`src/sv/spq_mem.sv`:
```
// Memory: one write port, one registered read port.
`timescale 1ns / 1ps
module spq_mem #(
  parameter int DEPTH = 32,
  parameter int WIDTH = 71
) (
  input  logic                     clk,
  input  logic                     we,
  input  logic [$clog2(DEPTH)-1:0] waddr,
  input  logic [WIDTH-1:0]         wdata,
  input  logic [$clog2(DEPTH)-1:0] raddr,
  output logic [WIDTH-1:0]         rdata
);
  logic [WIDTH-1:0] mem [DEPTH];

  always_ff @(posedge clk) begin
    if (we) mem[waddr] <= wdata;
    rdata <= mem[raddr];
  end
endmodule

```
`config.mk`:
```
export PLATFORM = sky130hd
export DESIGN_NAME = spq_mem
export DESIGN_NICKNAME = d
export VERILOG_FILES = /design/src/sv/spq_mem.sv
export SDC_FILE = /design/constraint.sdc
export NUM_CORES = 2
export LEC_CHECK = 0
export BUFFER_PORTS_ARGS = -buffer_cell sky130_fd_sc_hd__buf_2
export CAP_MARGIN = 30
export CORE_MARGIN = 4
export CORE_UTILIZATION = 50
export CTS_BUF_LIST = sky130_fd_sc_hd__clkbuf_4 sky130_fd_sc_hd__clkbuf_8
export DETAILED_ROUTE_END_ITERATION = 7
export GPL_ROUTABILITY_DRIVEN = 0
export HOLD_SLACK_MARGIN = 0.02
export PLACE_DENSITY = 0.68
export SYNTH_ARGS = -nofsm -noshare
export SYNTH_HDL_FRONTEND = slang
export SYNTH_SLANG_ARGS = --single-unit
```
`constraint.sdc`:
```
create_clock -name clk -period 4 [get_ports clk]
set_clock_uncertainty 0.1 [all_clocks]
set_input_delay 0.2 -clock clk [delete_from_list [all_inputs] [get_ports clk]]
set_output_delay 0.2 -clock clk [all_outputs]
set_load 0.02 [all_outputs]
```
==> flow_summary.ini <==
[min_path]
min_path_type = primary input to flop
min-delay-start = waddr[1]
min_to = mem[4][33]$_DFFE_PP_
min_path_cells = 3

[global_routing]
grtUsageMet2_pct = 40.1
busiest_layer = met2
grt_max_degree = 83
track_usage_pct = 24.0
overflow = 0
grt_use_met3_pct = 3.67
grt_pass1_vias = 45000
met1_usage_pct = 32.8
antenna_found_initial = 11
grt_pass1_wl_microns = 316000

[drt]
viasPerCell = 6.08
drt_first_pass_iters = 6
ant_nets = 0
dr.first_iter.drc_count = 5126
vias = 44500
routedWlPerCell_microns = 29.9
drc = 0
wl_microns = 219000

[synthesis]
syn_inst = 4177
ys_warn_count = 0
synth.distinct_cells = 37
synth_area_sq_um = 87900
synth_flop_cell = edfxtp_1
yosysSeqAreaShare_pct = 79.2
synth-edff-count = 2272
ys_async_sr_fraction_pct = 0
post_synth.cell_area_avg_sq_um = 21.0
ys_ff_latch = 2343
syn-num-nets = 4260

[floorplan]
coreArea_sq_um = 174000
io_pins = 154
dieArea_sq_um = 183000
dieWidth_microns = 427
die_height_microns = 427
start_util_pct = 50.4
num_rows = 153

[timing]
fin_tns_setup_ns = 0
tightest_slew_ns = 1.07
setup_viol = 0
slew_violations = 0
rsz0062_at_grt = false
max_slew_margin_pct = 28.8
max_freq_mhz = 370
post-route-period-util_pct = 67.5
layout_min_cycle_time_ns = 2.70
hold_violations = 0

[power]
p_per_area_nw_per_um2 = 496
ir_drop_uv = 328
leakagePower_nw = 33.4

[worst_setup_path]
r2r_cells = 5
crit_arrival_ns = 3.48
cp-end-kind = flop
startpoint_type = primary input
reg2reg_from = mem[11][5]$_DFFE_PP_
r2r_slack_ns = 1.91
path_max_fanout = 48
r2r-end = rdata[5]$_DFF_P_
required_ns = 4.77
criticalPathCategory = primary input to flop

[place]
placed_cell_area_sq_um = 92500
post-dp-hpwl_microns = 108000
io_buffers = 153

[finish]
area_delta_synth_final_pct = 14.5
drive_gt1_share_pct = 24.8
postLayoutCoreUtil_pct = 57.7
nets = 4774
fin_area_sq_um = 101000

[clocking]
cts.clk_slew.worst_paths_ns = 0.06
root_buffer = clkbuf_8
cts_inserted_buffers = 377
htree_levels = 5
cts.sinks = 2343
cts.path.max_buffers = 4
worstSkewPairLatency_ns = 1.03
cts_tree = built

[run]
maxCapViolCount = 0

[outcome]
outcome = completed
## critical path, stage by stage
cell and delay, ns:
dlygate4sd3_1 0.60, buf_8 0.51, buf_12 0.30, buf_4 0.27
mux4_2 0.55, a22oi_1 0.25, nand4_1 0.12, dlygate4sd3_1 0.57
## final cells by class
class,instances,area (sq um)
fillers,12600,73700
multi-input cells,1599,17400
diodes,4,10.0
clock inverters,111,556
clock buffers,561,6790
well taps,2325,2910
repair buffers,370,3400
flip-flops and latches,2343,69600
## worst max path at each step
stage	start	to	slack [ns]
after floorplan	waddr[1]	mem[12][0]$_DFFE_PP_	-0.43
after global placement	raddr[0]	rdata[58]$_DFF_P_	1.34
after detailed placement	raddr[0]	rdata[43]$_DFF_P_	1.30
after CTS	raddr[0]	rdata[66]$_DFF_P_	1.28
after global routing	raddr[0]	rdata[66]$_DFF_P_	1.22
final	raddr[0]	rdata[66]$_DFF_P_	1.30
## what timing repair did
action / in CTS / in global routing
setup buffers: 0 / 0
gates resized for setup: 0 / 0
hold buffers: 83 / 0
endpoints found under the hold margin: 2482 / 0
## through the flow
stage	instances	hold WS, ns	power, mW	setup WS (ns)
3_5_place_dp	6553	0.487	30.4	1.30
3_3_place_gp	6550	0.504	30.4	1.34
2_1_floorplan	4177	0.199	29.3	-0.426
6_report	7313	0.102	49.9	1.30
5_1_grt	7310	0.0657	51.6	1.22
4_1_cts	7308	0.0202	50.3	1.28
## where the power goes
part / leakage [nW] / total [mW] / switching [mW] / internal, mW
Sequential: 21.1 / 27.5 / 0.165 / 27.3
Combinational: 8.41 / 2.52 / 1.61 / 0.904
Clock: 3.95 / 19.9 / 8.98 / 11.0
Total: 33.4 / 49.9 / 10.8 / 39.2
## flip-flops by register name, indices dropped and copies added (netlist names)
signal	cells
mem	2272
rdata	71
## cells by family after synthesis
kind of cell	count (synthesis)	synth area share, %
AOI/OAI and AO/OA	468	3.97
muxes	852	13.8
buffers and inverters	235	1.38
DFF	2343	79.2
and+or+nand+nor	279	1.65
## cells in the final DEF (no fill, tap or decap), drive strengths merged, types with 2 or more instances in the layout
cell type    netlist  final
dlygate4sd3        0     83
dfxtp             71     71
inv                0      5
nand4             33     33
nor2              43     43
nand3b             5      5
nor3               3      3
nand3            137    137
buf              143    287
nand2b             2      2
mux4             285    285
and2               8      8
diode              0      4
a31oi             42     42
nand2             19     19
nor2b             17     17
clkbuf            92    561
a32oi              5      5
edfxtp          2272   2272
and3b              2      2
or3                2      2
clkinvlp           0      3
a21oi             12     12
or3b               3      3
a22o              42     42
bufinv             0      2
and3               2      2
a22oi            363    363
clkinv             0    101
mux2i            566    566
## layer usage
| layer | vias up | share of wire (%) |
|---|---|---|
| li1 | 18600 | - |
| met1 | 23500 | 40 |
| met2 | 1969 | 51 |
| met3 | 434 | 7.0 |
| met4 | 6 | 2.8 |
| met5 | - | 0.016 |
## cell usage after synthesis (3+ instances only)
cell,instances,area [sq um]
nand3b_1,5,37.5
nor3_1,3,15.0
nor2b_1,17,106
or3b_2,3,26.3
mux4_2,285,6420
buf_2,100,500
buf_1,5,18.8
edfxtp_1,2272,68200
a31oi_1,42,263
buf_6,17,191
mux2i_1,566,5670
a22oi_1,363,2730
a32oi_1,5,43.8
nand3_1,137,686
clkbuf_1,92,345
dfxtp_1,71,1420
nor2_1,41,154
nand4_1,33,206
and2_1,6,37.5
a22o_1,42,368
nand2_1,19,71.3
buf_4,21,158
a21oi_1,12,60.1
Note: power is estimated with default switching activity, not from simulation.
